<file path="config.mk">
export PLATFORM = sky130hd
export DESIGN_NAME = e2r_cordic
export DESIGN_NICKNAME = d
export VERILOG_FILES = /design/src/rtl/core/e2r_pkg.sv /design/src/rtl/core/e2r_cordic.sv
export SDC_FILE = /design/constraint.sdc
export NUM_CORES = 2
export LEC_CHECK = 0
export BUFFER_PORTS_ARGS = -buffer_cell sky130_fd_sc_hd__buf_4
export CAP_MARGIN = 0
export CORE_MARGIN = 2
export CORE_UTILIZATION = 55
export CTS_CLUSTER_DIAMETER = 40
export DETAILED_ROUTE_END_ITERATION = 8
export PLACE_DENSITY = 0.79
export SYNTH_ARGS = -nofsm -noshare
export SYNTH_HDL_FRONTEND = slang
export SYNTH_SLANG_ARGS = --single-unit
</file>
<file path="constraint.sdc">
create_clock -name clk_i -period 4.6 [get_ports clk_i]
set_input_delay 0.46 -clock clk_i [delete_from_list [all_inputs] [get_ports clk_i]]
set_output_delay 0.46 -clock clk_i [all_outputs]
set_load 0.1 [all_outputs]
</file>
<file path="src/rtl/core/e2r_pkg.sv">
// shared constants, types and functions for the euler to rotation matrix block
`timescale 1ns / 1ps
package e2r_pkg;

  localparam int AngleBitsDef  = 16;
  localparam int EntryBitsDef  = 16;
  localparam int TrigStagesDef = 16;

  // internal word: Q30 with sign and headroom
  localparam int QW = 34;

  localparam logic signed [QW-1:0] OneQ30    = 34'sd1073741824;
  localparam logic signed [QW-1:0] PiQ30     = 34'sd3373259426;
  localparam logic signed [QW-1:0] HalfPiQ30 = 34'sd1686629713;
  localparam logic signed [QW-1:0] InvGainQ30 = 34'sd652032874;

  typedef logic signed [QW-1:0] q_t;

  typedef struct packed {
    q_t x;
    q_t y;
    q_t z;
    logic neg;
  } cordic_t;

  typedef struct packed {
    q_t s;
    q_t c;
  } trig_t;

  function automatic q_t atan_q30(input logic [4:0] i);
    q_t r;
    case (i)
      5'd0:  r = 34'sh03243F6A8;
      5'd1:  r = 34'sh01DAC6705;
      5'd2:  r = 34'sh00FADBAFC;
      5'd3:  r = 34'sh007F56EA6;
      5'd4:  r = 34'sh003FEAB76;
      5'd5:  r = 34'sh001FFD55B;
      5'd6:  r = 34'sh000FFFAAA;
      5'd7:  r = 34'sh0007FFF55;
      5'd8:  r = 34'sh0003FFFEA;
      5'd9:  r = 34'sh0001FFFFD;
      5'd10: r = 34'sh0000FFFFF;
      5'd11: r = 34'sh00007FFFF;
      5'd12: r = 34'sh00003FFFF;
      5'd13: r = 34'sh00001FFFF;
      5'd14: r = 34'sh00000FFFF;
      5'd15: r = 34'sh000007FFF;
      5'd16: r = 34'sh000003FFF;
      5'd17: r = 34'sh000001FFF;
      5'd18: r = 34'sh000000FFF;
      5'd19: r = 34'sh0000007FF;
      5'd20: r = 34'sh0000003FF;
      5'd21: r = 34'sh0000001FF;
      5'd22: r = 34'sh0000000FF;
      5'd23: r = 34'sh00000007F;
      5'd24: r = 34'sh00000003F;
      5'd25: r = 34'sh00000001F;
      5'd26: r = 34'sh00000000F;
      5'd27: r = 34'sh000000007;
      5'd28: r = 34'sh000000003;
      5'd29: r = 34'sh000000001;
      default: r = '0;
    endcase
    return r;
  endfunction

  function automatic q_t clamp_one(input q_t v);
    q_t r;
    if (v > OneQ30) r = OneQ30;
    else if (v < -OneQ30) r = -OneQ30;
    else r = v;
    return r;
  endfunction

  // rounded Q30 product, inputs within plus or minus 2^31
  function automatic q_t mul_q30(input q_t a, input q_t b);
    logic signed [2*QW-1:0] p;
    p = a * b + (68'sd1 <<< 29);
    return q_t'(p >>> 30);
  endfunction

endpackage

</file>
<file path="src/rtl/core/e2r_cordic.sv">
// pipelined rotation-mode cordic giving sine and cosine of one angle
`timescale 1ns / 1ps
module e2r_cordic #(
  parameter int ANGLE_BITS  = e2r_pkg::AngleBitsDef,
  parameter int TRIG_STAGES = e2r_pkg::TrigStagesDef
) (
  input  logic                         clk_i,
  input  logic                         en_i,
  input  logic signed [ANGLE_BITS-1:0] angle_i,
  output e2r_pkg::trig_t               trig_o
);
  e2r_pkg::cordic_t st_q [TRIG_STAGES+1];
  e2r_pkg::trig_t   trig_q;
  e2r_pkg::cordic_t st0_d;
  e2r_pkg::q_t      a;

  always_comb begin
    a = e2r_pkg::q_t'(angle_i) <<< (33 - ANGLE_BITS);
    st0_d.x = e2r_pkg::InvGainQ30;
    st0_d.y = '0;
    st0_d.neg = 1'b0;
    st0_d.z = a;
    if (a > e2r_pkg::HalfPiQ30) begin
      st0_d.z = a - e2r_pkg::PiQ30;
      st0_d.neg = 1'b1;
    end else if (a < -e2r_pkg::HalfPiQ30) begin
      st0_d.z = a + e2r_pkg::PiQ30;
      st0_d.neg = 1'b1;
    end
  end

  always_ff @(posedge clk_i) begin
    if (en_i) st_q[0] <= st0_d;
  end

  for (genvar i = 0; i < TRIG_STAGES; i++) begin : g_stage
    e2r_pkg::cordic_t nx_d;
    always_comb begin
      nx_d = st_q[i];
      if (!st_q[i].z[e2r_pkg::QW-1]) begin
        nx_d.x = st_q[i].x - (st_q[i].y >>> i);
        nx_d.y = st_q[i].y + (st_q[i].x >>> i);
        nx_d.z = st_q[i].z - e2r_pkg::atan_q30(5'(i));
      end else begin
        nx_d.x = st_q[i].x + (st_q[i].y >>> i);
        nx_d.y = st_q[i].y - (st_q[i].x >>> i);
        nx_d.z = st_q[i].z + e2r_pkg::atan_q30(5'(i));
      end
    end
    always_ff @(posedge clk_i) begin
      if (en_i) st_q[i+1] <= nx_d;
    end
  end

  always_ff @(posedge clk_i) begin
    if (en_i) begin
      trig_q.c <= e2r_pkg::clamp_one(st_q[TRIG_STAGES].neg ? -st_q[TRIG_STAGES].x
                                                           : st_q[TRIG_STAGES].x);
      trig_q.s <= e2r_pkg::clamp_one(st_q[TRIG_STAGES].neg ? -st_q[TRIG_STAGES].y
                                                           : st_q[TRIG_STAGES].y);
    end
  end

  assign trig_o = trig_q;
endmodule

</file>
-- Word level (Yosys, flattened, before mapping)
Memories as Yosys holds them, arrays and structs flattened.
Cells that the tools add are included.
- register bits: 68
- memory bits (writable): 1751
- input port bits: 18
- output and inout bits: 68
- word-level logic and storage cells: 136
- memories kept: 1
- add/sub/neg operators: 99
- order comparisons: 6
- muxes and demuxes: 24
- reductions and logical operators: 2
- memory list (memory ; depth ; bits a word ; rd ports ; clocked after memory_dff ; write ports ; line ; RTL):
    st_q ; 17 ; 103 ; 17 ; 0 ; 17 ; e2r_cordic.sv:12 ; e2r_pkg::cordic_t st_q [TRIG_STAGES+1];
- operators by type and width (kind ; number):
    102-bit 2-to-1 mux ; 16
    34-bit 2-to-1 mux ; 4
    35-bit 2-to-1 mux ; 2
    34-bit by 19-bit adder with 34-bit output ; 2
    34-bit by 20-bit adder with 34-bit output ; 2
    34-bit by 21-bit adder with 34-bit output ; 2
    34-bit by 22-bit adder with 34-bit output ; 2
    34-bit by 23-bit adder with 34-bit output ; 2
    34-bit by 24-bit adder with 34-bit output ; 2
    34-bit by 25-bit adder with 34-bit output ; 2
    34-bit by 26-bit adder with 34-bit output ; 2
    34-bit by 27-bit adder with 34-bit output ; 2
    34-bit by 28-bit adder with 34-bit output ; 2
    34-bit by 29-bit adder with 34-bit output ; 2
    34-bit by 30-bit adder with 34-bit output ; 2
    34-bit by 31-bit adder with 34-bit output ; 2
    34-bit by 32-bit adder with 34-bit output ; 2
    34-bit by 33-bit adder with 34-bit output ; 2
    34-bit by 32-bit greater-than comparator with 1-bit output (second input constant) ; 2
    34-bit by 31-bit < comparator with 1-bit output (second input constant) ; 2
    34-bit negation ; 2
    34-bit by 19-bit subtractor with 34-bit output ; 2
    34-bit by 20-bit subtractor with 34-bit output ; 2
    34-bit by 21-bit subtractor with 34-bit output ; 2
    other kinds (52) ; 67

-- Depth between registers and ports, before layout
An unclocked memory read counts as a cell.
- depth in word-level cells: 5
- mapped depth: 23
- gate-level depth less buffers: 22

-- Worst setup path before layout
Ideal clock, no wire load.
- path type: reg2reg
- from: memory st_q[1][493] (netlist bit)
- to: memory st_q[1][583] (netlist bit), data pin
- library setup time: 0.264 ns
- data arrival time: 4.382 ns
- data required time: 4.336 ns
- slack: -0.046 ns
- stages on the path, launching flop included: 24
- path buffers: 1
- period minus slack after synthesis: 4.646 ns
- path through: edfxtp_1 -> inv_1 -> ha_1 -> nand2b_1 -> or4_1 -> or2_2 -> nor3_1 -> nand2_1 -> nor2_1 -> a21oi_1 -> xnor2_1 -> ha_1 -> clkbuf_1 -> a21o_1 -> a21o_1 -> a21o_1 -> a211oi_1 -> o31ai_1 -> o21a_1 -> o21a_1 -> o21ai_0 -> a21boi_0 -> a211oi_1 -> xnor2_1
- RTL lines (item ; line):
    start: declaration ; e2r_cordic.sv:12

==> flow_summary.yaml <==
layout:
  layout_common_cells: "edfxtp_1, ha_1, a21oi_1, nor2_1, xnor2_1"
  nNetsFinal: 15971
  drive_gt1_frac: 0.129
  fin_cells: 17728
  area.growth.synth_to_final_pct: 17.0
  final_util: 0.647
  fill_cells: 17818
  multi_input_area_um2: 80900
  final_common_cell: "edfxtp_1"
  seq_area_um2: 46800
setup_path:
  r2r-start: "st_q[0][348]"
  crit_path_frequent_cell: "buf_4"
  worstPathArrival_ns: 5.38
  slowest_delay_ns: 0.41
  r2r_cells: 26
  cp-end-kind: "register"
  rrSetupSlack_ns: -0.12
  start_kind: "register"
  worstPathMaxFanout: 3
  cp_slowest_cell: "edfxtp_1"
  crit_family: "compound AO/OA/AOI/OAI gates"
  crit_type: "register to register"
  path_buf_inv: 6
  worstPathRequired_ns: 5.25
  timing.rr.end: "st_q[0][512]"
sta:
  slew_violations: 0
  layout_setup_ws_ns: -0.122
  relSlewSlack: 0.295
  rsz0062_at_grt: "true"
  tns_ns: -0.183
  max_freq_ghz: 0.212
  fin_skew_ns: 0.0874
  worst_slew_pin_slew_ns: 1.05
  finalHoldViolations: 0
  post-route-min-period_ns: 4.72
  layout_worst_path_cycle_share: 1.03
  setup-violations-final: 2
clock_network:
  clk_path_buf_depth: 4
  cts.sinks: 1558
  tritoncts: "yes"
  cts_max_level: 5
  cts.clk_slew.worst_paths_ns: 0.05
  clk_latency_ns: 0.94
  cts-root-buf: "clkbuf_16"
  cts_made_buffers: 278
logic_synthesis:
  ys_seq_elements: 1558
  async_reset_ff_frac: 0
  syn_nets: 14895
  synth_ff_type: "edfxtp_1"
  yosysTopAreaCellShare: 0.364
  syn_area_um2: 129000
  synth.avg_cell_area_um2: 9.60
  synth_top_family_by_area: "compound AO/OA/AOI/OAI gates"
  synth_cell_types: 88
  synthTopCellsByArea: "edfxtp_1, ha_1, xnor2_1"
  muxShareOfSynthArea: 0.0101
  synth_edf_count: 1558
  netlist_instances: 13403
  synth_xor_area_frac: 0.130
  yosys_warnings: 0
  synthSimpleGateAreaFrac: 0.133
  ys_seq_area_frac: 0.364
  synth_area_leader_cell: "edfxtp_1"
  synth-adder-area-share: 0.146
  synth-compound-area-share: 0.195
global_route:
  grt_pass1_vias: 100898
  grt_max_degree: 191
  antenna_found_initial: 4
  grt_util_met2: 0.459
  met3_usage: 0.0364
  grt_pass1_wl_um: 508000
  grt.total_usage: 0.258
  use_met1: 0.315
  busiest_layer: "met2"
  gr-total-overflow: 0
floorplanning:
  num_io_pins: 86
  dieArea_um2: 238000
  die_h_um: 488
  initial_utilization: 0.553
  rows: 177
  fp.dieW_um: 488
  coreArea_um2: 233000
routing:
  routed_via_density: 5.95
  avgRoutedWirePerCell_um: 18.1
  routed_wirelength_um: 320000
  first_iter_violations: 7876
  antenna_left: 0
  num_vias: 105420
  remaining_drc_errors: 0
  first_pass_iters: 8
min_path:
  worstHoldEndpoint: "st_q[0][22]"
  holdPathStages: 5
  min_path_type: "input port to register"
  min_from: "angle_i[4]"
placement:
  io_buffers: 85
  place_hpwl_um: 243000
  gp_congestion: 0.980
  place_inst: 17146
status:
  violations: "setup timing"
  status: "finished, violations left"
job:
  drv_cap: 0
Yosys cell counts (all sizes together) (98+ instances only):
library cell and number:
edfxtp 1558, ha 1432, a21oi 1428, nor2 1259, xnor2 1225, o21ai 708, xor2 683, nand2 674
inv 572, a21o 552, nor3 357, o21a 244, nand3 228, nand2b 224, nor2b 205, clkbuf 153
o21bai 150, a31oi 132, a211oi 119, or3 98
timing repair:
action                                  4_1_cts  5_1_grt
setup buffers                                 0       80
endpoints found under the setup margin       21      163
endpoints found under the hold margin        16        0
hold buffers                                 16        0
pin swaps                                     1      172
resized for setup                            37      399
flip-flops by register name, summed over array words and instances (netlist names):
signal and cells:
trig_o 68, st_q 1490
area by class of cell:
class / count / area share
multi-input cells: 11074 / 0.537
flip-flops and latches: 1558 / 0.311
repair buffers: 991 / 0.0517
clock buffers: 306 / 0.0475
well taps: 3043 / 0.0253
inverters: 576 / 0.0144
clock inverters: 175 / 0.0130
diodes: 5 / 0.0000831
worst register-to-register path, delay by kind of cell, from the launching register on:
kind,cells,cell delay (ns)
fa+ha+maj,2,0.45
simple gates,7,0.97
compound gates,9,1.54
flops,1,0.41
buf+inv,6,0.84
xor+xnor,2,0.24
cell families after synthesis:
family | count (synthesis)
xor gates and xnor gates | 1908
DFF | 1558
buffers and inverters | 771
AOI/OAI and AO/OA | 3988
muxes | 123
and+or+nand+nor | 3581
adders and majority gates | 1474
stage by stage:
| step | setup slack, ns | hold WS [ns] | instance area (um2) |
|---|---|---|---|
| 2_1_floorplan | 0.00143 | 0.400 | 129000 |
| 3_5_place_dp | -0.257 | 0.405 | 139000 |
| 3_3_place_gp | -0.194 | 0.401 | 139000 |
| 5_1_grt | -0.364 | 0.0666 | 151000 |
| 6_report | -0.122 | 0.0557 | 151000 |
| 4_1_cts | 0.000973 | 0.00413 | 148000 |
worst max-delay path by stage:
| stage | from | to | slack (ns) | depth (start not counted) |
|---|---|---|---|---|
| 3_5_place_dp | st_q[0][347] | st_q[0][512] | -0.26 | 23 |
| 3_3_place_gp | st_q[0][347] | st_q[0][512] | -0.19 | 23 |
| 2_1_floorplan | st_q[0][347] | st_q[0][514] | 0.001 | 21 |
| 4_1_cts | st_q[0][456] | st_q[0][614] | 0.001 | 17 |
| 5_1_grt | st_q[0][348] | st_q[0][512] | -0.36 | 26 |
| 6_report | st_q[0][348] | st_q[0][512] | -0.12 | 26 |
per-layer routing:
metal	part of all wire	wire (um)	up-vias
li1	-	-	51981
met1	0.41	132000	49701
met2	0.49	158000	2951
met3	0.054	17400	785
met4	0.040	13000	2
met5	0.000041	13	-
Power is not shown: default switching activity piles up to over one toggle a cycle in this logic, so the estimate is an artifact.
